### config.mk
export PLATFORM = sky130hd
export DESIGN_NAME = plpl_ctrl
export DESIGN_NICKNAME = d
export VERILOG_FILES = /design/src/design/piecewise_linear_profile_lookup_assert.svh /design/src/design/plpl_pkg.sv /design/src/design/plpl_ctrl.sv
export SDC_FILE = /design/constraint.sdc
export NUM_CORES = 1
export LEC_CHECK = 0
export ABC_AREA = 1
export BUFFER_PORTS_ARGS = -buffer_cell sky130_fd_sc_hd__buf_2
export CORE_AREA = 2 2 39 41
export CTS_CLUSTER_SIZE = 20
export DETAILED_ROUTE_END_ITERATION = 12
export DIE_AREA = 0 0 41 43
export GPL_TIMING_DRIVEN = 0
export HOLD_SLACK_MARGIN = 0.03
export PLACE_DENSITY = 0.7
export SETUP_SLACK_MARGIN = 0.05
export SLEW_MARGIN = 15
export SYNTH_ARGS = -nofsm -noshare
export SYNTH_HDL_FRONTEND = slang
export SYNTH_SLANG_ARGS = --single-unit
### constraint.sdc
create_clock -name clk -period 1.49 [get_ports clk]
set_input_delay 0.298 -clock clk [delete_from_list [all_inputs] [get_ports clk]]
set_output_delay 0.298 -clock clk [all_outputs]
set_load 0.01 [all_outputs]
### src/design/piecewise_linear_profile_lookup_assert.svh
// Assertion macros for the profile lookup block.
`ifndef PIECEWISE_LINEAR_PROFILE_LOOKUP_ASSERT_SVH
`define PIECEWISE_LINEAR_PROFILE_LOOKUP_ASSERT_SVH
`ifndef ASSERT_OFF
// Implication checked every clock outside reset.
`define PLPL_ASSERT_IMP(lbl, ante, cons, msg) \
  lbl: assert property (@(posedge clk) disable iff (!rst_n) (ante) |-> (cons)) else $error(msg);
// Implication checked in the clock after the antecedent.
`define PLPL_ASSERT_NXT(lbl, ante, cons, msg) \
  lbl: assert property (@(posedge clk) disable iff (!rst_n) (ante) |=> (cons)) else $error(msg);
`else
`define PLPL_ASSERT_IMP(lbl, ante, cons, msg)
`define PLPL_ASSERT_NXT(lbl, ante, cons, msg)
`endif
`endif

### src/design/plpl_pkg.sv
`default_nettype none
package plpl_pkg;

  localparam int TABLE_DEPTH_DEF = 1024;
  localparam int MAX_POSTS_DEF   = 16;

  // input commands
  localparam logic [1:0] CMD_LOAD_POINT = 2'd0;
  localparam logic [1:0] CMD_LOAD_POST  = 2'd1;
  localparam logic [1:0] CMD_EVAL       = 2'd2;

  // configuration register indexes
  localparam logic [1:0] REG_SPEED      = 2'd0;
  localparam logic [1:0] REG_DELAY      = 2'd1;
  localparam logic [1:0] REG_NUM_POINTS = 2'd2;
  localparam logic [1:0] REG_NUM_POSTS  = 2'd3;

  // position memory read address selects
  localparam logic [1:0] PSEL_FIRST = 2'd0;
  localparam logic [1:0] PSEL_LAST  = 2'd1;
  localparam logic [1:0] PSEL_ONE   = 2'd2;
  localparam logic [1:0] PSEL_NEXT  = 2'd3;

  // quotient bits of the interpolation fraction (0..65536)
  localparam int FRAC_BITS = 17;

  typedef struct packed {
    logic [1:0]          command;
    logic [9:0]          slot;
    logic signed [31:0]  position;
    logic signed [31:0]  height;
    logic signed [31:0]  sim_time;
  } in_item_t;

  typedef struct packed {
    logic [3:0]          post_number;
    logic signed [31:0]  displacement;
    logic                last;
  } out_item_t;

  typedef struct packed {
    logic       start;
    logic       ld_prod;
    logic       ld_first;
    logic       ld_lastp;
    logic       ld_x;
    logic       chk;
    logic       scan_step;
    logic       h0;
    logic       h1;
    logic       div_step;
    logic       mulh;
    logic       add;
    logic       emit;
    logic [1:0] pos_sel;
    logic       h_cur;
  } ctl_cmd_t;

  typedef struct packed {
    logic outside;
    logic scan_more;
    logic div_done;
    logic last_post;
    logic out_free;
  } ctl_sts_t;

endpackage
`default_nettype wire

### src/design/plpl_ctrl.sv
`default_nettype none
module plpl_ctrl (
  input  wire logic               clk,
  input  wire logic               rst_n,
  input  wire logic               in_valid,
  input  wire logic [1:0]         in_command,
  output logic                    in_ready,
  input  wire plpl_pkg::ctl_sts_t sts,
  output plpl_pkg::ctl_cmd_t      cmd
);

  localparam logic [3:0] S_IDLE  = 4'd0;
  localparam logic [3:0] S_MUL   = 4'd1;
  localparam logic [3:0] S_FIRST = 4'd2;
  localparam logic [3:0] S_LASTP = 4'd3;
  localparam logic [3:0] S_POST  = 4'd4;
  localparam logic [3:0] S_CHECK = 4'd5;
  localparam logic [3:0] S_SCAN  = 4'd6;
  localparam logic [3:0] S_H0    = 4'd7;
  localparam logic [3:0] S_H1    = 4'd8;
  localparam logic [3:0] S_DIV   = 4'd9;
  localparam logic [3:0] S_MULH  = 4'd10;
  localparam logic [3:0] S_ADD   = 4'd11;
  localparam logic [3:0] S_EMIT  = 4'd12;

  logic [3:0] state_r, state_nxt;

  assign in_ready = (state_r == S_IDLE);

  // next state and datapath commands
  always_comb begin
    state_nxt = state_r;
    cmd       = '0;
    cmd.pos_sel = plpl_pkg::PSEL_FIRST;
    unique case (state_r)
      S_IDLE: begin
        if (in_valid && in_command == plpl_pkg::CMD_EVAL) begin
          cmd.start = 1'b1;
          state_nxt = S_MUL;
        end
      end
      S_MUL: begin
        cmd.ld_prod = 1'b1;
        cmd.pos_sel = plpl_pkg::PSEL_FIRST;
        state_nxt   = S_FIRST;
      end
      S_FIRST: begin
        cmd.ld_first = 1'b1;
        cmd.pos_sel  = plpl_pkg::PSEL_LAST;
        state_nxt    = S_LASTP;
      end
      S_LASTP: begin
        cmd.ld_lastp = 1'b1;
        state_nxt    = S_POST;
      end
      S_POST: begin
        cmd.ld_x  = 1'b1;
        state_nxt = S_CHECK;
      end
      S_CHECK: begin
        cmd.chk     = 1'b1;
        cmd.pos_sel = plpl_pkg::PSEL_ONE;
        state_nxt   = sts.outside ? S_EMIT : S_SCAN;
      end
      S_SCAN: begin
        cmd.scan_step = 1'b1;
        cmd.pos_sel   = plpl_pkg::PSEL_NEXT;
        if (!sts.scan_more) begin
          state_nxt = S_H0;
        end
      end
      S_H0: begin
        cmd.h0    = 1'b1;
        cmd.h_cur = 1'b1;
        state_nxt = S_H1;
      end
      S_H1: begin
        cmd.h1    = 1'b1;
        state_nxt = S_DIV;
      end
      S_DIV: begin
        cmd.div_step = 1'b1;
        if (sts.div_done) begin
          state_nxt = S_MULH;
        end
      end
      S_MULH: begin
        cmd.mulh  = 1'b1;
        state_nxt = S_ADD;
      end
      S_ADD: begin
        cmd.add   = 1'b1;
        state_nxt = S_EMIT;
      end
      S_EMIT: begin
        if (sts.out_free) begin
          cmd.emit  = 1'b1;
          state_nxt = sts.last_post ? S_IDLE : S_POST;
        end
      end
      default: state_nxt = S_IDLE;
    endcase
  end

  always_ff @(posedge clk) begin
    if (!rst_n) begin
      state_r <= S_IDLE;
    end else begin
      state_r <= state_nxt;
    end
  end

endmodule
`default_nettype wire

==> results of run 1 <==
==> worst max-delay path, stage by stage (launching register included) <==
cell,delay (ns)
dfxtp_4,0.40
inv_2,0.07
nand2_2,0.12
nor2_4,0.05
buf_4,0.12
buf_2,0.12
==> final cells by class <==
class                           count  share of cell area, %
Buffer                              1                  1.105
Inverter                           18                  9.945
Multi-Input combinational cell     60                  48.43
Tap cell                           16                  2.947
Sequential cell                     4                  14.00
Clock buffer                        3                  3.315
Timing Repair Buffer               27                  20.26
==> repair_timing <==
action,in CTS,in global routing
setup buffers,0,1
gates resized for setup,6,22
endpoints found under the setup margin,15,15
hold buffers,0,0
hold endpoints to repair,0,0
pin swaps,0,4
==> metrics by stage <==
stage	instances	hold slack [ns]	util (%)	instance area [µm²]	worst slack, ns
6_report	129	0.3398	49.10	679.4	0.08609
5_1_grt	129	0.3449	49.10	679.4	0.01344
4_1_cts	128	0.3406	44.57	616.8	0.005582
3_5_place_dp	125	0.5744	42.04	581.8	0.1619
3_3_place_gp	125	0.5752	42.04	581.8	0.1598
2_1_floorplan	83	0.4684	-	431.7	0.2440
==> power by group <==
group          switching (µW)  total (µW)  internal [µW]
combinational            37.4        66.1           28.7
sequential               5.97         110            104
clock                    40.1         130           89.8
==> how the worst max path moves through the flow <==
stage                                 start      to  cells past startpoint
floorplan           state_r[0]$_SDFFE_PN0P_  cmd[8]                      3
global placement    state_r[0]$_SDFFE_PN0P_  cmd[8]                      4
detailed placement  state_r[0]$_SDFFE_PN0P_  cmd[8]                      4
CTS                 state_r[0]$_SDFFE_PN0P_  cmd[8]                      4
global route        state_r[3]$_SDFFE_PN0P_  cmd[8]                      5
finish              state_r[3]$_SDFFE_PN0P_  cmd[8]                      5
==> cells by family (layout without fill, tap and decap cells) <==
kind of cell / count (synthesis) / in the layout
AND/OR/NAND/NOR: 53 / 53
AO/OA/AOI/OAI: 7 / 7
flip-flops: 4 / 4
buffers and inverters: 19 / 49
==> layout by cell type (no fill, tap or decap), types with 3 or more instances in the layout <==
cell type	n
buf_2	26
nor2_1	18
nand2_1	13
inv_1	12
nand2_2	6
inv_2	6
nor2_4	6
nand3_1	4
dfxtp_4	4
nor2_2	3
a21oi_1	3
clkbuf_4	3
==> layer usage <==
layer  vias up  wire, µm  GRT usage [%]
li1        309         -              -
met1       244       474          16.72
met2        21       599          22.19
met3         0        79          3.141
met4         0         0          2.000
met5         -         0              0
==> flow_summary_export.csv, run 1 <==
group,metric,value,unit
outcome,status,"finished, final reports clean",
routing,drt_iter0_drc,18,
placement,hpwl,913.1,µm
logic_synthesis,synth_simple_gate_area_share,54.49,%
power_and_ir_drop,power.leakage,0.0003829,µW
layout,num_antenna_cells,0,
grt,grt_max_degree,8,
min_path,min_to,"state_r[3]$_SDFFE_PN0P_",
grt,overflow,0,
logic_synthesis,yosysTopAreaCell,"nor2_1",
routing,via_per_inst,4.450,
worst_setup_path,end_kind,"output port",
routing,ant_nets,0,
clocking,cts_tree,"done",
logic_synthesis,avgSynthCellArea,5.201,µm²
logic_synthesis,synth.most_common_cell,"nor2_1",
logic_synthesis,synth-edff-count,0,
logic_synthesis,seq_area_frac_synth,18.55,%
logic_synthesis,yosysWarnings,0,
worst_setup_path,critPathArrivalTime,1.11,ns
worst_setup_path,critPathKind,"reg2out",
die,ios,27,
logic_synthesis,synth_commonest_cells,"nor2_1 (23), inv_1 (17), nand2_1 (17)",
worst_setup_path,cp.required,1.19,ns
power_and_ir_drop,cellPowerDensity,451.1,nW/µm²
worst_setup_path,r2r_slack,0.36,ns
logic_synthesis,synth_cell_type_count,15,
sta,skew,0.001869,ns
logic_synthesis,synth_xor_area_share,0,%
die,core-area,1384,µm²
routing,drc_errors,0,
sta,max_freq,0.7123,GHz
clocking,htreeDepth,1,
logic_synthesis,syn_inst,83,
sta,tightest_slew,0.1762,ns
grt,grt_usage,13.25,%
clocking,numCtsBuffers,3,
run,maxCapViolations,0,
sta,rsz0062_at_grt,"yes",
routing,finalWirelength,1153,µm
clocking,clockBufferDepth,2,
layout,finalNetCount,125,
worst_setup_path,crit_path_start_kind,"flip-flop",
die,die_h,43,µm
power_and_ir_drop,vdd_drop_max,278.5,µV
die,dieWidth,41,µm
layout,drive_above_1_share,52.21,%
logic_synthesis,synth_top_family_by_area,"simple AND/OR/NAND/NOR gates",
sta,hold_violations,0,
sta,fin_crit,1.404,ns
logic_synthesis,synth_fa_ha_area_share,0,%
worst_setup_path,r2r-start,"state_r[3]$_SDFFE_PN0P_",
layout,multi_input_area,329.1,µm²
logic_synthesis,syn-num-nets,93,
logic_synthesis,synth-compound-area-share,9.565,%
logic_synthesis,synth-async-reset-ratio,0,%
placement,io_buffers,26,
min_path,holdPathStages,3,
die,die_area,1763,µm²
clocking,worstSkewPairLatency,0.23,ns
logic_synthesis,yosys.area.top_type_share,20.00,%
layout,syn_to_final_growth,57.39,%
sta,setup-tns-final,0,ns
min_path,hp-start,"rst_n",
routing,vias,574,
grt,antenna_found_initial,0,
die,initial_core_util,31.19,%
logic_synthesis,synthMuxAreaShare,0,%
power_and_ir_drop,power.total,306.5,µW
placement,gp_congestion,0.7720,
sta,relSlewSlack,88.20,%
clocking,clock_sinks,4,
logic_synthesis,synth-seq-cells,4,
logic_synthesis,ys.flop_type,"dfxtp_1",
sta,slew_viol_final,0,
layout,regMostFlops,"state_r",
worst_setup_path,crit_fanout,6,
layout,largest_reg_flops,4,
routing,first_pass_iters,4,
routing,wl_per_cell,8.938,µm
clocking,ctsRootBufferMaster,"clkbuf_4",
sta,post-route-period-util,94.22,%
sta,finalSetupViolations,0,
logic_synthesis,synth_area_leaders,"nor2_1 (20%), dfxtp_1 (19%), inv_1 (15%), nand2_1 (15%), nor2_2 (5.8%)",
logic_synthesis,syn_area,431.7,µm²
layout,fill_cells,157,
grt,grt_pass1_wl,1676,µm
die,std_cell_rows,14,
worst_setup_path,reg2reg_depth,7,
layout,ff_latch_area,95.09,µm²
worst_setup_path,r2r_end,"state_r[1]$_SDFFE_PN0P_",
min_path,min_path_type,"in2reg",
clocking,clk_pin_slew,0.04,ns
grt,grt_pass1_vias,437,
layout,top_regs,"state_r (4)",
Note: power is estimated with default switching activity, not from simulation.
==> inputs of run 2 (changes only) <==
--- a/config.mk
+++ b/config.mk
@@ -7,13 +7,13 @@
 export LEC_CHECK = 0
 export ABC_AREA = 1
 export BUFFER_PORTS_ARGS = -buffer_cell sky130_fd_sc_hd__buf_2
-export CORE_AREA = 2 2 39 41
+export CORE_AREA = 2 2 45 47
 export CTS_CLUSTER_SIZE = 20
 export DETAILED_ROUTE_END_ITERATION = 12
-export DIE_AREA = 0 0 41 43
+export DIE_AREA = 0 0 47 49
 export GPL_TIMING_DRIVEN = 0
 export HOLD_SLACK_MARGIN = 0.03
-export PLACE_DENSITY = 0.7
+export PLACE_DENSITY = 0.56
 export SETUP_SLACK_MARGIN = 0.05
 export SLEW_MARGIN = 15
 export SYNTH_ARGS = -nofsm -noshare
==> run 2 against run 1 <==
Compared with the run above: clock skew up 0.00086 ns; combinational power down 0.9%; register-to-register slack worse by 0.03 ns; critical endpoint is now cmd[4]; largest cell class unchanged; largest power group unchanged.
==> flow_summary_export.csv, run 2 (synthesis results as in run 1) <==
group,metric,value,unit
outcome,status,"finished, final reports clean",
sta,skew,0.002730,ns
grt,grt_usage,11.03,%
sta,holdWs,0.3351,ns
die,die_h,49,µm
layout,fill_cells,213,
worst_setup_path,critPathKind,"reg2out",
routing,vias,581,
routing,via_per_inst,4.092,
routing,ant_nets,0,
power_and_ir_drop,vdd_drop_max,296.6,µV
layout,regMostFlops,"state_r",
placement,io_buffers,26,
clocking,clk_pin_slew,0.03,ns
layout,layout_common_cells,"buf_2 (26), nor2_1 (19), nand2_1 (15), inv_1 (13)",
die,core-area,1842,µm²
routing,drc_errors,0,
sta,slew_viol_final,0,
die,ios,27,
sta,tightest_slew,0.1850,ns
clocking,ctsRootBufferMaster,"clkbuf_4",
clocking,clockBufferDepth,2,
layout,largest_reg_flops,4,
clocking,cts_hold_buf,0,
min_path,min_path_type,"in2reg",
sta,setup-tns-final,0,ns
power_and_ir_drop,power.leakage,0.0003917,µW
sta,post-route-period-util,93.36,%
power_and_ir_drop,cellPowerDensity,444.1,nW/µm²
grt,overflow,0,
layout,final_cell_area,690.7,µm²
routing,first_pass_iters,4,
layout,drive_above_1_share,49.57,%
layout,layout_commonest_cell,"buf_2",
layout,final_util,37.50,%
die,dieWidth,47,µm
sta,max_freq,0.7189,GHz
layout,syn_to_final_growth,60.00,%
worst_setup_path,crit_start,"state_r[3]$_SDFFE_PN0P_",
worst_setup_path,critPathArrivalTime,1.09,ns
die,std_cell_rows,16,
clocking,cts_tree,"done",
grt,antenna_found_initial,0,
clocking,htreeDepth,1,
layout,num_antenna_cells,0,
layout,finalNetCount,127,
sta,relSlewSlack,87.61,%
placement,gp_congestion,0.7638,
clocking,numCtsBuffers,3,
sta,hold_violations,0,
worst_setup_path,r2r-start,"state_r[2]$_SDFFE_PN0P_",
sta,rsz0062_at_grt,"yes",
worst_setup_path,end_kind,"output port",
die,initial_core_util,23.44,%
die,die_area,2303,µm²
routing,drt_iter0_drc,15,
worst_setup_path,crit_path_start_kind,"flip-flop",
placement,place_area,595.6,µm²
worst_setup_path,crit_fanout,6,
grt,grt_pass1_wl,1821,µm
sta,finalSetupViolations,0,
clocking,worstSkewPairLatency,0.23,ns
clocking,clock_sinks,4,
min_path,hp-start,"rst_n",
worst_setup_path,cp.required,1.19,ns
routing,wl_per_cell,9.218,µm
grt,grt_max_degree,8,
sta,fin_crit,1.391,ns
grt,grt_pass1_vias,464,
layout,top_regs,"state_r (4)",
run,maxCapViolations,0,
routing,finalWirelength,1309,µm
placement,hpwl,1022,µm
[run 2: changes by cell type in the layout (fill, tap and decap cells not counted), moves of 2 or more]
cell	change
buf_4	+2
inv_2	-2
nand2_1	+2
nand2_2	-2
nor2_4	-2
[run 2: layer usage]
| layer | global-route usage, % | up-vias | part of all wire, % |
|---|---|---|---|
| met5 | 0 | - | 0 |
| met4 | 4.167 | 0 | 0 |
| met3 | 4.444 | 0 | 5.2 |
| met2 | 18.72 | 21 | 50 |
| met1 | 11.66 | 248 | 45 |
| li1 | - | 312 | - |
[run 2: where the power goes]
part,internal [µW],total (µW),switching [µW]
logic,28.1,65.5,37.4
registers,106,111,4.90
clock network,89.8,130,40.4
[run 2: final cells by class]
type / count / area [µm²] / share of cell area (%)
Timing Repair Buffer: 29 / 152.6 / 22.10
Sequential cell: 4 / 92.59 / 13.41
Multi-Input combinational cell: 60 / 311.5 / 45.11
Tap cell: 27 / 33.78 / 4.891
Clock buffer: 3 / 22.52 / 3.261
Buffer: 1 / 7.507 / 1.087
Inverter: 18 / 70.07 / 10.14
[run 2: path summary, 6_finish.rpt]
path / depth (start not counted) / to / slack [ns]
max: 5 / cmd[4] / 0.1
min: 3 / state_r[3]$_SDFFE_PN0P_ / 0.34
max reg2reg: 8 / state_r[0]$_SDFFE_PN0P_ / 0.33
min reg2reg: 2 / state_r[3]$_SDFFE_PN0P_ / 0.57
[run 2: per-stage QoR]
step | total power [µW] | setup WS, ns | cells
after global routing | 330.1 | 0.02530 | 142
after floorplan | 150.9 | 0.2440 | 83
after global placement | 174.7 | 0.1785 | 136
final | 306.7 | 0.09894 | 142
after detailed placement | 175.8 | 0.1721 | 136
after CTS | 313.9 | 0.04338 | 139
[run 2: repair_timing]
item / in CTS / in global routing
gates resized for setup: 10 / 12
buffers inserted: 0 / 3
pin swaps: 0 / 3
hold endpoints to repair: 0 / 0
setup endpoints to repair: 14 / 14
[run 2: worst max-delay path, cell delays in order (launching register included)]
cell and delay (ns):
dfxtp_4 0.40, inv_4 0.05, nor2_4 0.13, inv_2 0.06
nor2_1 0.08, buf_2 0.14
==> inputs of run 3 (changes only) <==
--- a/config.mk
+++ b/config.mk
@@ -14,6 +14,7 @@
 export GPL_TIMING_DRIVEN = 0
 export HOLD_SLACK_MARGIN = 0.03
 export PLACE_DENSITY = 0.56
+export RECOVER_POWER = 25
 export SETUP_SLACK_MARGIN = 0.05
 export SLEW_MARGIN = 15
 export SYNTH_ARGS = -nofsm -noshare
==> run 3 against run 2 <==
Compared with the run above: utilization down 0.54 points; global-route usage unchanged; register-to-register slack worse by 0.10 ns; maximum frequency down 0.98%; die area unchanged; clock power about the same; count of clock-buffer cells in the layout unchanged; routed wire length up 0.38%; largest power group unchanged; highest routed layer unchanged.
==> flow_summary_export.csv, run 3 (synthesis results as in run 1) <==
group,metric,value,unit
outcome,status,"finished, final reports clean",
layout,fill_cells,213,
die,std_cell_rows,16,
run,maxCapViolations,0,
worst_setup_path,crit_fanout,4,
placement,place_area,595.6,µm²
layout,largest_reg_flops,4,
power_and_ir_drop,p_int,223.6,µW
layout,drive_above_1_share,46.96,%
die,initial_core_util,23.44,%
grt,grt_usage,11.03,%
die,die_area,2303,µm²
grt,overflow,0,
power_and_ir_drop,power.total,305.4,µW
worst_setup_path,crit_slowest_cell,"dfxtp_2",
power_and_ir_drop,switching_share,26.79,%
clocking,clockBufferDepth,2,
worst_setup_path,cpPeakStageDelay,0.34,ns
worst_setup_path,r2r_end,"state_r[0]$_SDFFE_PN0P_",
grt,grt_pass1_vias,464,
power_and_ir_drop,vdd_drop_max,296.6,µV
clocking,cts_tree,"done",
placement,hpwl,1022,µm
die,die_h,49,µm
layout,syn_to_final_growth,57.68,%
worst_setup_path,crit_path_start_kind,"flip-flop",
layout,regMostFlops,"state_r",
power_and_ir_drop,cellPowerDensity,448.7,nW/µm²
routing,wl_met3,68,µm
sta,finalSetupViolations,0,
sta,relSlewSlack,87.50,%
worst_setup_path,cp_num_cells,4,
routing,route.met2.wl,659,µm
clocking,clk_pin_slew,0.04,ns
min_path,hp-start,"rst_n",
sta,post-route-period-util,94.28,%
clocking,clock_sinks,4,
clocking,ctsRootBufferMaster,"clkbuf_4",
sta,setup-tns-final,0,ns
sta,tightest_slew,0.1867,ns
routing,wl_per_cell,9.254,µm
routing,finalWirelength,1314,µm
layout,final_cell_area,680.7,µm²
worst_setup_path,critPathKind,"reg2out",
grt,grt_max_degree,8,
layout,top_regs,"state_r (4)",
routing,drc_errors,0,
grt,antenna_found_initial,0,
worst_setup_path,reg2reg_depth,8,
die,core-area,1842,µm²
sta,max_freq,0.7119,GHz
die,dieWidth,47,µm
routing,drt_iter0_drc,15,
routing,via_per_inst,4.120,
routing,vias,585,
routing,ant_nets,0,
clocking,worstSkewPairLatency,0.23,ns
worst_setup_path,crit_start,"state_r[1]$_SDFFE_PN0P_",
die,ios,27,
power_and_ir_drop,p_switching,81.80,µW
min_path,holdPathStages,3,
placement,io_buffers,26,
sta,hold_violations,0,
layout,layout_commonest_cell,"buf_2",
layout,finalNetCount,127,
worst_setup_path,critPathArrivalTime,1.11,ns
worst_setup_path,r2r-start,"state_r[2]$_SDFFE_PN0P_",
sta,skew,0.002730,ns
power_and_ir_drop,clkPwrFrac,42.6,%
min_path,min_path_type,"in2reg",
sta,fin_crit,1.405,ns
worst_setup_path,crit_path_cell_trace,"inv_1 > nand2_1 > nor2_1 > buf_2",
routing,wl_met1,586,µm
routing,routed.top_layer,"met3",
grt,grt_pass1_wl,1821,µm
min_path,min_to,"state_r[3]$_SDFFE_PN0P_",
power_and_ir_drop,power.leakage,0.0003920,µW
sta,rsz0062_at_grt,"yes",
layout,num_antenna_cells,0,
clocking,htreeDepth,1,
placement,gp_congestion,0.7638,
worst_setup_path,cp_top_family,"flip-flops",
sta,slew_viol_final,0,
worst_setup_path,end_kind,"output port",
power_and_ir_drop,p_seq_share,36.4,%
clocking,numCtsBuffers,3,
routing,first_pass_iters,4,
worst_setup_path,worst-path-buf-inv,2,
power_and_ir_drop,combPwrFrac,21.0,%
worst_setup_path,cp.required,1.19,ns
layout,layout_common_cells,"buf_2 (26), nor2_1 (21), nand2_1 (15), inv_1 (13), nand3_1 (5)",
worst_setup_path,r2r_slack,0.23,ns
-- run 3: power groups by stage --
| stage | logic [µW] | clock network, µW | registers, µW |
|---|---|---|---|
| 2_1_floorplan | 36.6 | 0 | 114 |
| 3_3_place_gp | 59.8 | 0 | 115 |
| 3_5_place_dp | 60.9 | 0 | 115 |
| 4_1_cts | 62.4 | 140 | 112 |
| 5_1_grt | 71.5 | 146 | 111 |
| 6_report | 64.2 | 130 | 111 |
-- run 3: worst max path at each step --
stage                          to  slack [ns]
after floorplan            cmd[8]        0.24
after global placement     cmd[8]        0.18
after detailed placement   cmd[8]        0.17
after CTS                  cmd[8]        0.04
after global routing      cmd[10]        0.02
final                     cmd[10]        0.09
-- run 3: timing repair --
action,4_1_cts,5_1_grt
resized for setup,10,12
buffers inserted,0,3
pin swaps,0,3
gates cloned,0,0
hold buffers,0,0
setup endpoints to repair,14,14
hold endpoints to repair,0,0
-- run 3: routing by layer --
layer / global-route usage (%) / vias to the layer above
met3: 4.444 / 0
met2: 18.72 / 21
met4: 4.167 / 0
li1: - / 312
met1: 11.66 / 252
met5: 0 / -
-- run 3: worst register-to-register path, cell delays in order, from the launching register on --
cell	delay [ns]
dfxtp_4	0.37
inv_2	0.06
nor2_2	0.04
buf_4	0.12
nand3_1	0.13
nand2_2	0.08
nor2_1	0.18
nand2_1	0.08
a21oi_1	0.12
-- run 3: final cells by class --
cell class	count	area [µm²]	share of cell area, %
clock buffers	3	22.52	3.309
plain buffers	1	7.507	1.103
inverters	18	70.07	10.29
well taps	27	33.78	4.963
multi-input cells	60	301.5	44.30
repair buffers	29	152.6	22.43
flip-flops and latches	4	92.59	13.60
-- run 3: stage by stage --
stage          util [%]  hold WS, ns  setup slack, ns  cells
2_1_floorplan         -       0.4684           0.2440     83
3_3_place_gp      32.34       0.5826           0.1785    136
3_5_place_dp      32.34       0.5747           0.1721    136
4_1_cts           34.78       0.3299          0.04338    139
5_1_grt           36.96       0.3359          0.01951    142
6_report          36.96       0.3356          0.08521    142
